--- src/gmr_pkg.sv ---
// Shared types, constants and the control program of the grid maze reachability block.
package gmr_pkg;

  // Defaults and port widths
  localparam int GRID_SIZE_DEF = 16;
  localparam int S_DATA_W      = 16;
  localparam int M_DATA_W      = 8;

  // Sequencer step addresses
  localparam int UPC_W = 4;
  typedef logic [UPC_W-1:0] upc_t;

  localparam upc_t ST_WCLR  = 4'd0;
  localparam upc_t ST_IDLE  = 4'd1;
  localparam upc_t ST_VCLR  = 4'd2;
  localparam upc_t ST_START = 4'd3;
  localparam upc_t ST_POP   = 4'd4;
  localparam upc_t ST_LOAD  = 4'd5;
  localparam upc_t ST_NEIGH = 4'd6;
  localparam upc_t ST_CHECK = 4'd7;
  localparam upc_t ST_DIRS  = 4'd8;
  localparam upc_t ST_LOOP  = 4'd9;
  localparam upc_t ST_FAIL  = 4'd10;
  localparam upc_t ST_PASS  = 4'd11;
  localparam upc_t ST_EMIT  = 4'd12;
  localparam upc_t ST_DONE  = 4'd13;

  // Datapath operations
  typedef logic [3:0] uop_t;

  localparam uop_t OP_NOP    = 4'd0;
  localparam uop_t OP_WCLR   = 4'd1;
  localparam uop_t OP_IDLE   = 4'd2;
  localparam uop_t OP_VCLR   = 4'd3;
  localparam uop_t OP_START  = 4'd4;
  localparam uop_t OP_POP    = 4'd5;
  localparam uop_t OP_LOAD   = 4'd6;
  localparam uop_t OP_NEIGH  = 4'd7;
  localparam uop_t OP_CHECK  = 4'd8;
  localparam uop_t OP_DIRINC = 4'd9;
  localparam uop_t OP_RES0   = 4'd10;
  localparam uop_t OP_RES1   = 4'd11;
  localparam uop_t OP_EMIT   = 4'd12;

  // Jump conditions
  typedef logic [2:0] cond_t;

  localparam cond_t C_NEVER    = 3'd0;
  localparam cond_t C_ALWAYS   = 3'd1;
  localparam cond_t C_CLR_MORE = 3'd2;
  localparam cond_t C_NO_START = 3'd3;
  localparam cond_t C_SP_ZERO  = 3'd4;
  localparam cond_t C_FOUND    = 3'd5;
  localparam cond_t C_DIR_MORE = 3'd6;
  localparam cond_t C_OUT_BUSY = 3'd7;

  // One control word: operation, jump condition, jump target
  typedef struct packed {
    uop_t  op;
    cond_t cond;
    upc_t  target;
  } ucode_t;

  // Neighbor order: east, west, north, south
  typedef logic signed [1:0] delta_t;
  localparam delta_t STEP_DX [4] = '{2'sb01, 2'sb11, 2'sb00, 2'sb00};
  localparam delta_t STEP_DY [4] = '{2'sb00, 2'sb00, 2'sb01, 2'sb11};
  localparam logic [1:0] WALL_BIT [4] = '{2'd1, 2'd3, 2'd0, 2'd2};

  // Control program
  function automatic ucode_t ucode_rom(input upc_t pc);
    ucode_t w;
    case (pc)
      ST_WCLR:  w = '{op: OP_WCLR,   cond: C_CLR_MORE, target: ST_WCLR};
      ST_IDLE:  w = '{op: OP_IDLE,   cond: C_NO_START, target: ST_IDLE};
      ST_VCLR:  w = '{op: OP_VCLR,   cond: C_CLR_MORE, target: ST_VCLR};
      ST_START: w = '{op: OP_START,  cond: C_NEVER,    target: ST_POP};
      ST_POP:   w = '{op: OP_POP,    cond: C_SP_ZERO,  target: ST_FAIL};
      ST_LOAD:  w = '{op: OP_LOAD,   cond: C_NEVER,    target: ST_NEIGH};
      ST_NEIGH: w = '{op: OP_NEIGH,  cond: C_NEVER,    target: ST_CHECK};
      ST_CHECK: w = '{op: OP_CHECK,  cond: C_FOUND,    target: ST_PASS};
      ST_DIRS:  w = '{op: OP_DIRINC, cond: C_DIR_MORE, target: ST_NEIGH};
      ST_LOOP:  w = '{op: OP_NOP,    cond: C_ALWAYS,   target: ST_POP};
      ST_FAIL:  w = '{op: OP_RES0,   cond: C_ALWAYS,   target: ST_EMIT};
      ST_PASS:  w = '{op: OP_RES1,   cond: C_NEVER,    target: ST_EMIT};
      ST_EMIT:  w = '{op: OP_EMIT,   cond: C_OUT_BUSY, target: ST_EMIT};
      ST_DONE:  w = '{op: OP_NOP,    cond: C_ALWAYS,   target: ST_IDLE};
      default:  w = '{op: OP_NOP,    cond: C_ALWAYS,   target: ST_IDLE};
    endcase
    return w;
  endfunction

endpackage

--- src/grid_maze_reachability_dfs_top.sv ---
// Grid maze reachability block: wall store, visited map, search stack and control sequencer.
// Usage
//   Input channel s_*: one item per handshake. s_tuser is the operation (0 stores the
//   wall bits of a cell, 1 asks whether the centre cell can be reached from a start cell).
//   Output channel m_*: one item per query, m_tdata[0] is the reachable flag.
// Throughput and search sequence
//   Wall writes are taken while the block is idle and the output register is free;
//   under that condition writes can follow each other every cycle. A query that starts
//   at the centre or off the grid answers in the output register on the next cycle.
//   Any other query first clears the visited map, then the search walks popped cells:
//   it pops a cell and fetches its walls, tries each of the four neighbors in turn
//   (move test and visited read, check, direction step), then loops. The step sequencer
//   with its memories (one write and one read port each) handles one query at a time.
// Reset
//   After rst the wall store is swept to zero, one cell per cycle;
//   s_tready stays low during that sweep.
// Stall
//   A result waits in the output register while m_tready is low; new items are still
//   taken while the block is idle, but only when the output register is free or
//   drains in the same cycle.
module grid_maze_reachability_dfs_top #(
  parameter int GRID_SIZE = gmr_pkg::GRID_SIZE_DEF
) (
  input  logic                          clk,
  input  logic                          rst,
  input  logic                          s_tvalid,
  output logic                          s_tready,
  // cell_x [3:0], cell_y [7:4], wall_bits [11:8], margin [15:12]
  input  logic [gmr_pkg::S_DATA_W-1:0]  s_tdata,
  // op [0]
  input  logic                          s_tuser,
  output logic                          m_tvalid,
  input  logic                          m_tready,
  // reachable [0], zeros above
  output logic [gmr_pkg::M_DATA_W-1:0]  m_tdata
);

  localparam int CW    = (GRID_SIZE > 1) ? $clog2(GRID_SIZE) : 1;
  localparam int CELLS = GRID_SIZE * GRID_SIZE;
  localparam int IW    = $clog2(CELLS);
  localparam int SPW   = $clog2(CELLS + 1);
  localparam int VW    = CW + 6;
  localparam int SW    = 2 * CW;
  localparam logic [CW-1:0] CTR = CW'(GRID_SIZE / 2);

  // Row-major cell address
  function automatic logic [IW-1:0] cell_index(input logic [CW-1:0] x,
                                               input logic [CW-1:0] y);
    cell_index = IW'(int'(y) * GRID_SIZE + int'(x));
  endfunction

  // Sequencer
  gmr_pkg::upc_t   upc;
  gmr_pkg::upc_t   upc_next;
  gmr_pkg::ucode_t word;
  logic            jump;

  // Datapath registers
  logic [CW-1:0]  cx, cy, nx, ny;
  logic           nok;
  logic [1:0]     dir;
  logic [SPW-1:0] sp;
  logic [IW-1:0]  clr;
  logic [3:0]     margin_r;
  logic           res;
  logic           out_data;
  logic           out_valid;

  // Memories
  logic [3:0]    wall_mem [CELLS];
  logic          vis_mem  [CELLS];
  logic [SW-1:0] stk_mem  [CELLS];
  logic [3:0]    wall_q;
  logic          vis_q;
  logic [SW-1:0] stk_q;

  logic          wall_we, wall_re;
  logic [IW-1:0] wall_waddr, wall_raddr;
  logic [3:0]    wall_wdata;
  logic          vis_we, vis_re, vis_wdata;
  logic [IW-1:0] vis_waddr, vis_raddr;
  logic          stk_we, stk_re;
  logic [IW-1:0] stk_waddr, stk_raddr;
  logic [SW-1:0] stk_wdata;

  // Input decode
  logic                 s_fire;
  logic signed [VW-1:0] in_xv, in_yv, gsz;
  logic [CW-1:0]        in_xc, in_yc;
  logic                 in_grid, start_centre, start_go, imm_load;
  logic                 out_free, emit_load;

  // Neighbor check
  logic signed [VW-1:0] ex, ey, lo_v, hi_v;
  logic                 n_ok, found, push;
  logic                 clr_last, sp_room;
  logic [SPW-1:0]       sp_dec;

  assign word     = gmr_pkg::ucode_rom(upc);
  assign out_free = !out_valid || m_tready;
  assign s_tready = (upc == gmr_pkg::ST_IDLE) && out_free;
  assign s_fire   = s_tvalid && s_tready;

  assign gsz          = VW'(GRID_SIZE);
  assign in_xv        = VW'(s_tdata[3:0]);
  assign in_yv        = VW'(s_tdata[7:4]);
  assign in_xc        = in_xv[CW-1:0];
  assign in_yc        = in_yv[CW-1:0];
  assign in_grid      = (in_xv < gsz) && (in_yv < gsz);
  assign start_centre = (in_xv == VW'(GRID_SIZE / 2)) && (in_yv == VW'(GRID_SIZE / 2));
  assign start_go     = s_fire && s_tuser && !start_centre && in_grid;
  assign imm_load     = s_fire && s_tuser && (start_centre || !in_grid);
  assign emit_load    = (word.op == gmr_pkg::OP_EMIT) && out_free;

  // Neighbor coordinates and move test for the current direction
  assign ex   = VW'(cx) + VW'(gmr_pkg::STEP_DX[dir]);
  assign ey   = VW'(cy) + VW'(gmr_pkg::STEP_DY[dir]);
  assign lo_v = VW'(margin_r);
  assign hi_v = gsz - lo_v;
  assign n_ok = !wall_q[gmr_pkg::WALL_BIT[dir]]
             && (ex >= lo_v) && (ex < hi_v) && (ey >= lo_v) && (ey < hi_v)
             && (ex >= 0) && (ey >= 0) && (ex < gsz) && (ey < gsz);

  assign found    = nok && !vis_q && (nx == CTR) && (ny == CTR);
  assign push     = nok && !vis_q && !found;
  assign clr_last = (clr == IW'(CELLS - 1));
  assign sp_room  = (sp < SPW'(CELLS));
  assign sp_dec   = sp - 1'b1;

  // Jump decision and next step
  always_comb begin
    case (word.cond)
      gmr_pkg::C_NEVER:    jump = 1'b0;
      gmr_pkg::C_ALWAYS:   jump = 1'b1;
      gmr_pkg::C_CLR_MORE: jump = !clr_last;
      gmr_pkg::C_NO_START: jump = !start_go;
      gmr_pkg::C_SP_ZERO:  jump = (sp == '0);
      gmr_pkg::C_FOUND:    jump = found;
      gmr_pkg::C_DIR_MORE: jump = (dir != 2'd3);
      gmr_pkg::C_OUT_BUSY: jump = !out_free;
      default:             jump = 1'b0;
    endcase
    upc_next = jump ? word.target : upc + 1'b1;
  end

  // Memory port control
  always_comb begin
    wall_we    = 1'b0;
    wall_re    = 1'b0;
    wall_waddr = clr;
    wall_raddr = cell_index(stk_q[CW-1:0], stk_q[SW-1:CW]);
    wall_wdata = '0;
    vis_we     = 1'b0;
    vis_re     = 1'b0;
    vis_waddr  = clr;
    vis_raddr  = cell_index(ex[CW-1:0], ey[CW-1:0]);
    vis_wdata  = 1'b0;
    stk_we     = 1'b0;
    stk_re     = 1'b0;
    stk_waddr  = sp[IW-1:0];
    stk_raddr  = sp_dec[IW-1:0];
    stk_wdata  = {ny, nx};
    case (word.op)
      gmr_pkg::OP_WCLR: begin
        wall_we = 1'b1;
      end
      gmr_pkg::OP_IDLE: begin
        wall_we    = s_fire && !s_tuser && in_grid;
        wall_waddr = cell_index(in_xc, in_yc);
        wall_wdata = s_tdata[11:8];
      end
      gmr_pkg::OP_VCLR: begin
        vis_we = 1'b1;
      end
      gmr_pkg::OP_START: begin
        vis_we    = 1'b1;
        vis_waddr = cell_index(cx, cy);
        vis_wdata = 1'b1;
        stk_we    = 1'b1;
        stk_waddr = '0;
        stk_wdata = {cy, cx};
      end
      gmr_pkg::OP_POP: begin
        stk_re = (sp != '0);
      end
      gmr_pkg::OP_LOAD: begin
        wall_re = 1'b1;
      end
      gmr_pkg::OP_NEIGH: begin
        vis_re = n_ok;
      end
      gmr_pkg::OP_CHECK: begin
        vis_we    = push;
        vis_waddr = cell_index(nx, ny);
        vis_wdata = 1'b1;
        stk_we    = push && sp_room;
      end
      default: begin
      end
    endcase
  end

  // Wall store
  always_ff @(posedge clk) begin
    if (wall_we) wall_mem[wall_waddr] <= wall_wdata;
    if (wall_re) wall_q <= wall_mem[wall_raddr];
  end

  // Visited map
  always_ff @(posedge clk) begin
    if (vis_we) vis_mem[vis_waddr] <= vis_wdata;
    if (vis_re) vis_q <= vis_mem[vis_raddr];
  end

  // Search stack
  always_ff @(posedge clk) begin
    if (stk_we) stk_mem[stk_waddr] <= stk_wdata;
    if (stk_re) stk_q <= stk_mem[stk_raddr];
  end

  // Step counter and control registers
  always_ff @(posedge clk) begin
    if (rst) begin
      upc <= gmr_pkg::ST_WCLR;
      clr <= '0;
      sp  <= '0;
    end else begin
      upc <= upc_next;
      case (word.op)
        gmr_pkg::OP_WCLR, gmr_pkg::OP_VCLR: begin
          clr <= clr_last ? '0 : clr + 1'b1;
        end
        gmr_pkg::OP_START: begin
          sp <= SPW'(1);
        end
        gmr_pkg::OP_POP: begin
          if (sp != '0) sp <= sp_dec;
        end
        gmr_pkg::OP_CHECK: begin
          if (push && sp_room) sp <= sp + 1'b1;
        end
        default: begin
        end
      endcase
    end
  end

  // Search datapath registers
  always_ff @(posedge clk) begin
    case (word.op)
      gmr_pkg::OP_IDLE: begin
        if (start_go) begin
          cx       <= in_xc;
          cy       <= in_yc;
          margin_r <= s_tdata[15:12];
        end
      end
      gmr_pkg::OP_LOAD: begin
        cx  <= stk_q[CW-1:0];
        cy  <= stk_q[SW-1:CW];
        dir <= 2'd0;
      end
      gmr_pkg::OP_NEIGH: begin
        nx  <= ex[CW-1:0];
        ny  <= ey[CW-1:0];
        nok <= n_ok;
      end
      gmr_pkg::OP_DIRINC: dir <= dir + 1'b1;
      gmr_pkg::OP_RES0:   res <= 1'b0;
      gmr_pkg::OP_RES1:   res <= 1'b1;
      default: begin
      end
    endcase
  end

  // Output register: hold the result until taken
  always_ff @(posedge clk) begin
    if (rst) begin
      out_valid <= 1'b0;
    end else if (imm_load || emit_load) begin
      out_valid <= 1'b1;
    end else if (m_tready) begin
      out_valid <= 1'b0;
    end
  end

  always_ff @(posedge clk) begin
    if (imm_load) begin
      out_data <= start_centre;
    end else if (emit_load) begin
      out_data <= res;
    end
  end

  assign m_tvalid = out_valid;
  assign m_tdata  = {{(gmr_pkg::M_DATA_W-1){1'b0}}, out_data};

endmodule

--- config.mk ---
export PLATFORM = sky130hd
export DESIGN_NAME = grid_maze_reachability_dfs_top
export DESIGN_NICKNAME = d
export VERILOG_FILES = /design/src/gmr_pkg.sv /design/src/grid_maze_reachability_dfs_top.sv
export SDC_FILE = /design/constraint.sdc
export NUM_CORES = 2
export LEC_CHECK = 0
export BUFFER_PORTS_ARGS = -buffer_cell sky130_fd_sc_hd__buf_2
export CORE_MARGIN = 8
export CORE_UTILIZATION = 40
export CTS_CLUSTER_SIZE = 16
export DETAILED_ROUTE_END_ITERATION = 16
export GPL_TIMING_DRIVEN = 0
export PLACE_DENSITY = 0.51
export SLEW_MARGIN = 20
export SYNTH_ARGS = -nofsm -noshare
export SYNTH_HDL_FRONTEND = slang
export SYNTH_SLANG_ARGS = --single-unit
--- constraint.sdc ---
create_clock -name clk -period 8.7 [get_ports clk]
set_input_delay 0.87 -clock clk [delete_from_list [all_inputs] [get_ports clk]]
set_output_delay 0.87 -clock clk [all_outputs]
set_load 0.02 [all_outputs]
Yosys cells after proc, flatten, opt, wreduce, memory -nomap -nowiden
Memory sizes are Yosys's and may differ from the RTL's. A register that Yosys moved wholly into a read port is not among the register bits. Index checks and enable logic that the tools add are counted.

Output and inout bits: 10. Logic and storage cells: 171. Bits in writable memories: 3328. Memories: 4. ROM bits: 176. Register bits after elaboration: 47.

Memory list: stk_mem (words 256, width 8, read ports 1, clocked after memory_dff 1, write ports 1, RTL line grid_maze_reachability_dfs_top.sv:72) `logic [SW-1:0] stk_mem [CELLS];`; wall_mem (words 256, width 4, read ports 1, clocked after memory_dff 1, write ports 1, RTL line grid_maze_reachability_dfs_top.sv:70) `logic [3:0] wall_mem [CELLS];`; vis_mem (words 256, width 1, read ports 1, clocked after memory_dff 1, write ports 1, RTL line grid_maze_reachability_dfs_top.sv:71) `logic vis_mem [CELLS];`; (name not given) (words 16, width 11, read ports 1, clocked after memory_dff 1, write ports 0, RTL line gmr_pkg.sv:73) `case (pc)`.

Eq/ne operators: 29. Magnitude comparators: 13. Reduce and logical (&&, ||, !) cells: 52. Mux-type cells: 46. Bitwise operators: 1. $add $sub $neg: 13.

Operators by type and width (number): $add 8x4->8 (5); $eq 4x4->1 const B (9); $mux 8 (4); $pmux 9 s3 (1); $logic_and 1x1->1 (24); $mux 4 (5); $mux 9 (2); $eq 4x3->1 const B (4); $pmux 4 s2 (2); $pmux 8 s2 (1); $mux 1 (15); $add 5x2->6 (2); $bmux 2 s2 (3); $eq 3x3->1 const B (4); $ge 6x1->1 const B (2); $ge 6x5->1 (2); $lt 6x6->1 (2); $lt 6x6->1 const B (2); $mux 2 (6); $logic_not 1->1 (10); $lt 4x5->1 const B (2); $reduce_bool 2->1 (5); $add 9x1->9 const B (1); $logic_not 9->1 (1); 26 further kinds (40).

Depth between registers and ports, before layout
Depth in word-level cells: 16. Mapped depth: 19. Depth with buffers taken out: 13.

Least setup slack after synthesis
Ideal clock, no wire load.

Path type: input -> register. From: in s_tdata[8] (netlist name). To: mem wall_mem[0][0], data pin. Setup time: 0.875 ns. Setup slack: 3.660 ns. Stages on the path: 1. Required time: 7.825 ns. Data arrival time: 4.165 ns. Cells stage by stage: and3_1.

Cells in the longest elaborated chain, start to end: 1.

Ends and longest elaborated chain: start: declaration (RTL line grid_maze_reachability_dfs_top.sv:29) `input logic [gmr_pkg::S_DATA_W-1:0] s_tdata,`; $mux 4 (RTL line grid_maze_reachability_dfs_top.sv:163) `case (word.op)`; end: declaration (RTL line grid_maze_reachability_dfs_top.sv:70).

No other way between the ends.

Worst setup path after layout
From: reg sp[0]. To: reg stk_q[4] (read register of stk_mem), data pin.

Cells in the longest elaborated chain, start to end: 2.

Ends and longest elaborated chain: start: declaration (RTL line grid_maze_reachability_dfs_top.sv:62) `logic [SPW-1:0] sp;`; start signal: assignment (RTL line grid_maze_reachability_dfs_top.sv:237) `if (sp != '0) sp <= sp_dec;`; start signal: assignment (RTL line grid_maze_reachability_dfs_top.sv:240) `if (push && sp_room) sp <= sp + 1'b1;`; branches (longest 2 deep; another with $sub 9x1->9); end: declaration (RTL line grid_maze_reachability_dfs_top.sv:75) `logic [SW-1:0] stk_q;`.

Several ways; the timed one is not identified. A chain may end at the register's enable or synchronous reset.

==> impl_results.rst <==
.. list-table::
   :header-rows: 1

   * - Metric
     - Value
   * - Run status
     - complete, no violations
   * - Placer congestion estimate
     - 0.849
   * - Worst skew pair latency
     - 0.93 ns
   * - Worst Path Buf+Inv
     - 9
   * - Starting DRT DRC Count
     - 7752
   * - Count of mapped cells out of synthesis
     - ~6400
   * - I/O pin count
     - 31
   * - Static Leak
     - about 47 nW
   * - Pin count of the biggest net entering global routing
     - 165
   * - Placement Rows
     - between 200 and 250
   * - Total Power
     - between 40 and 50 mW
   * - Total met3 wirelength after detailed routing
     - 25800 um
   * - Avg Cell Area, Syn
     - around 21 um2
   * - Cell total after placement
     - between 10000 and 15000
   * - Layout-stage area growth over the synthesis result
     - 14.2%
   * - Final number of max-transition violations
     - 0
   * - Fraction of the yosys area taken by sequential cells
     - about three quarters
   * - TritonCTS Buffers
     - around 370
   * - Number of violations of the max-capacitance limit
     - 0
   * - Period minus WS final
     - 7.58 ns
   * - Aggregate global routing overflow
     - 0
   * - Initial antenna violation count
     - 19
   * - Setup skew after layout
     - 0.0606 ns
   * - Core outline area
     - 0.336 mm2
   * - Number of fillers in the final layout
     - about 28000
   * - Yosys warnings
     - 0
   * - Highest Clock Rate
     - 132 MHz
   * - Final cell count without fillers
     - about 12000
   * - R2R Setup Slk
     - 1.12 ns
   * - Ordered list of cells on the worst path
     - buf_2 > buf_2 > buf_4 > buf_4 > inv_1 > ha_1 > buf_2 > clkbuf_2 > clkbuf_1 > clkbuf_1 > mux4_2 > mux4_2 > mux2i_1 > nand2_1 > o21ai_0 > o221ai_1
   * - Max layer used
     - met5
   * - Met1 routed wirelength after detailed routing
     - 157000 um
   * - Worst path max stage delay
     - approximately 0.87 ns
   * - Count of unresolved DRC violations after routing
     - 0
   * - Post-cts hold buffer count
     - 0
   * - Worst-path fanout max
     - 10
   * - Flip-flop cell with the highest count after synthesis
     - sky130_fd_sc_hd__edfxtp_1
   * - Power density of the placed cells
     - ~280 mW/mm2
   * - Summed instance area of the synthesized netlist
     - between 0.1 and 0.15 mm2
   * - Clock Path Buffers
     - 4
   * - Startpoint class of the critical path
     - flop
   * - HP Class
     - in -> reg
   * - Critical setup path kind
     - reg -> reg
   * - Final setup viols
     - 0
   * - DRT antenna net count
     - 0
   * - Quantity of I/O buffers inserted on ports
     - 23
   * - Initial core utilization
     - between 40% and 50%
   * - Via count of the first global-routing pass
     - between 60000 and 70000
   * - Cell type with the highest occurrence count on the critical path
     - sky130_fd_sc_hd__buf_2
   * - Vias
     - ~67000
   * - Avg Vias per Cell
     - roughly 5.7
   * - Maximum level of the CTS H-tree
     - 5
   * - Largest vdd supply drop
     - 0.170 mV
   * - Post-synthesis async set-or-reset flop share
     - 0%
   * - Post-DR wirelength/cell
     - ~32 um
   * - Hold violation total from the final report
     - 0
   * - Wire length of the first global-routing pass
     - roughly 530000 um
   * - Clock tree root driver cell
     - sky130_fd_sc_hd__clkbuf_16
   * - Critical Path Sink Type
     - flop
   * - CTS sink cnt
     - between 3000 and 4000
   * - Flip-flop and latch count after synthesis
     - about 3400
   * - Final HPWL from detailed placement
     - between 200000 and 300000 um
   * - Period utilization
     - 87.1%
   * - Count of unique library cells instantiated by Yosys
     - 76
   * - Number of buffers inserted by post-CTS setup repair
     - 0
   * - Number of nets in the layout
     - roughly 6900
   * - Overall die area
     - approximately 0.36 mm2
   * - First-pass iteration count of the detailed router
     - 5
   * - Worst-path cell with the longest stage delay
     - sky130_fd_sc_hd__clkbuf_1
   * - Layout cells sized above 1
     - a little over a quarter
   * - Critical path data required time
     - around 9.2 ns
   * - CTS tree
     - built
   * - Die X-Extent
     - 597 um
   * - Post-detailed-routing wire length
     - between 300000 and 400000 um
   * - Kind of cell adding the most delay to the critical path
     - buffers and inverters
   * - Worst max-slew margin expressed relative to the limit
     - 17.6%
   * - # resized after CTS
     - 0
   * - Arrival time at the worst endpoint
     - a little over 8 ns
   * - GRT Resource Usage Total
     - 20.8%
   * - Y dimension of the die
     - 597 um
   * - Number of synthesized flops with an enable pin
     - approximately 3400
   * - Met2 routed wirelength
     - between 150000 and 200000 um
   * - Worst Tran Pin Value
     - about 1.2 ns
   * - Clock slew seen by the registers of the worst setup and hold paths
     - around 0.060 ns
   * - Unrepaired setup endpoints after global routing
     - no
[worst paths after layout]
path	start	end	cells past startpoint
setup / recovery	sp[0]$_SDFFE_PP0P_	stk_q[4]$_DFFE_PP_	16
hold / removal	s_tdata[14]	margin_r[2]$_DFFE_PP_	1
setup reg to reg	sp[0]$_SDFFE_PP0P_	stk_q[4]$_DFFE_PP_	16
hold reg to reg	res$_DFFE_PP_	out_data$_DFFE_PP_	1
[synthesized netlist by cell type (all sizes together) (7+ instances only)]
master / n / area [um2]
a211oi: 24 / 180
a21o: 12 / 90.1
a21oi: 38 / 190
a221o: 8 / 80.1
a22o: 9 / 78.8
a22oi: 43 / 323
and2: 11 / 68.8
and3: 16 / 100
buf: 159 / 791
clkbuf: 234 / 878
dfxtp: 33 / 661
edfxtp: 3366 / 101000
ha: 38 / 475
inv: 24 / 90.1
mux2: 24 / 270
mux2i: 45 / 450
mux4: 1038 / 23400
nand2: 164 / 618
nand2b: 8 / 50.1
nand3: 43 / 220
nand3b: 15 / 113
nor2: 841 / 3160
nor2b: 40 / 250
nor3: 17 / 100
nor4: 8 / 71.3
o21ai: 36 / 184
o221ai: 8 / 70.1
o22ai: 7 / 43.8
xnor2: 11 / 96.3
xor2: 12 / 105
[logic make-up (layout without fill, tap and decap cells)]
logic type / count (synthesis) / in the layout / synth area share [%]
buffers and inverters: 417 / 1166 / 1.30
adders and majority gates: 39 / 39 / 0.367
AOI/OAI and AO/OA: 230 / 230 / 1.20
and+or+nand+nor: 1190 / 1190 / 3.68
DFF: 3399 / 3399 / 75.4
other: 1 / 18 / 0.00278
xor gates and xnor gates: 23 / 23 / 0.149
muxes: 1107 / 1107 / 17.9
[cells in the final DEF, fill, tap and decap left out, types with 8 or more instances in the layout]
cell / n
sky130_fd_sc_hd__a211oi_1: 24
sky130_fd_sc_hd__a21o_4: 8
sky130_fd_sc_hd__a21oi_1: 37
sky130_fd_sc_hd__a221o_1: 8
sky130_fd_sc_hd__a22o_1: 9
sky130_fd_sc_hd__a22oi_1: 43
sky130_fd_sc_hd__and2_1: 10
sky130_fd_sc_hd__and3_1: 12
sky130_fd_sc_hd__buf_1: 24
sky130_fd_sc_hd__buf_12: 21
sky130_fd_sc_hd__buf_16: 47
sky130_fd_sc_hd__buf_2: 144
sky130_fd_sc_hd__buf_4: 15
sky130_fd_sc_hd__bufinv_16: 27
sky130_fd_sc_hd__clkbuf_1: 247
sky130_fd_sc_hd__clkbuf_16: 372
sky130_fd_sc_hd__clkbuf_2: 54
sky130_fd_sc_hd__clkinv_1: 98
sky130_fd_sc_hd__clkinv_2: 55
sky130_fd_sc_hd__clkinv_8: 10
sky130_fd_sc_hd__dfxtp_1: 33
sky130_fd_sc_hd__diode_2: 11
sky130_fd_sc_hd__edfxtp_1: 3366
sky130_fd_sc_hd__ha_1: 38
sky130_fd_sc_hd__inv_1: 21
sky130_fd_sc_hd__inv_6: 10
sky130_fd_sc_hd__mux2_2: 24
sky130_fd_sc_hd__mux2i_1: 45
sky130_fd_sc_hd__mux4_2: 1038
sky130_fd_sc_hd__nand2_1: 163
sky130_fd_sc_hd__nand2b_1: 8
sky130_fd_sc_hd__nand3_1: 42
sky130_fd_sc_hd__nand3b_1: 15
sky130_fd_sc_hd__nor2_1: 839
sky130_fd_sc_hd__nor2b_1: 40
sky130_fd_sc_hd__nor3_1: 12
sky130_fd_sc_hd__o21ai_0: 35
sky130_fd_sc_hd__o221ai_1: 8
sky130_fd_sc_hd__xnor2_1: 11
sky130_fd_sc_hd__xor2_1: 12
[power by group]
group	switching, mW	leakage, nW	internal, mW
Clock	6.46	5.59	8.63
Sequential	0.0654	30.9	18.7
Combinational	6.30	10.4	3.60
[area by class of cell]
class | count | area (um2) | area share, %
Sequential cell | 3399 | 102000 | 66.0
Multi-Input combinational cell | 2596 | 31500 | 20.5
Clock buffer | 439 | 9560 | 6.20
Tap cell | 4515 | 5650 | 3.67
Clock inverter | 215 | 1880 | 1.22
Timing Repair Buffer | 95 | 1860 | 1.21
Buffer | 393 | 1750 | 1.14
Inverter | 24 | 97.6 | 0.0633
Antenna cell | 11 | 27.5 | 0.0179
[state kept, by name (all words and copies together) (netlist names), 2 cells and up]
signal	flops
dir	2
stk_mem	2048
nx	4
vis_mem	256
ny	4
stk_q	8
upc	4
word	11
wall_q	4
cx	4
cy	4
clr	8
wall_mem	1024
margin_r	4
sp	9
[metrics by stage]
stage                TNS, ns  utilization (%)  area [um2]  worst slack, ns  hold WS, ns
finish                     0             45.9      154000             1.12        0.132
global route               0             45.8      154000             1.00       0.0781
CTS                        0             45.8      154000             1.18       0.0429
detailed placement         0             42.4      143000             1.21        0.488
global placement    -2269.15             41.9      141000            -1.16        0.487
floorplan                  0                -      135000             3.66        0.477
[layer usage]
| layer | vias to the layer above | track usage (%) |
|---|---|---|
| met5 | - | 0 |
| met4 | 8 | 6.04 |
| met3 | 575 | 3.43 |
| met2 | 2554 | 34.0 |
| met1 | 36400 | 28.9 |
| li1 | 27500 | - |
(Power assumes the default switching activity.)
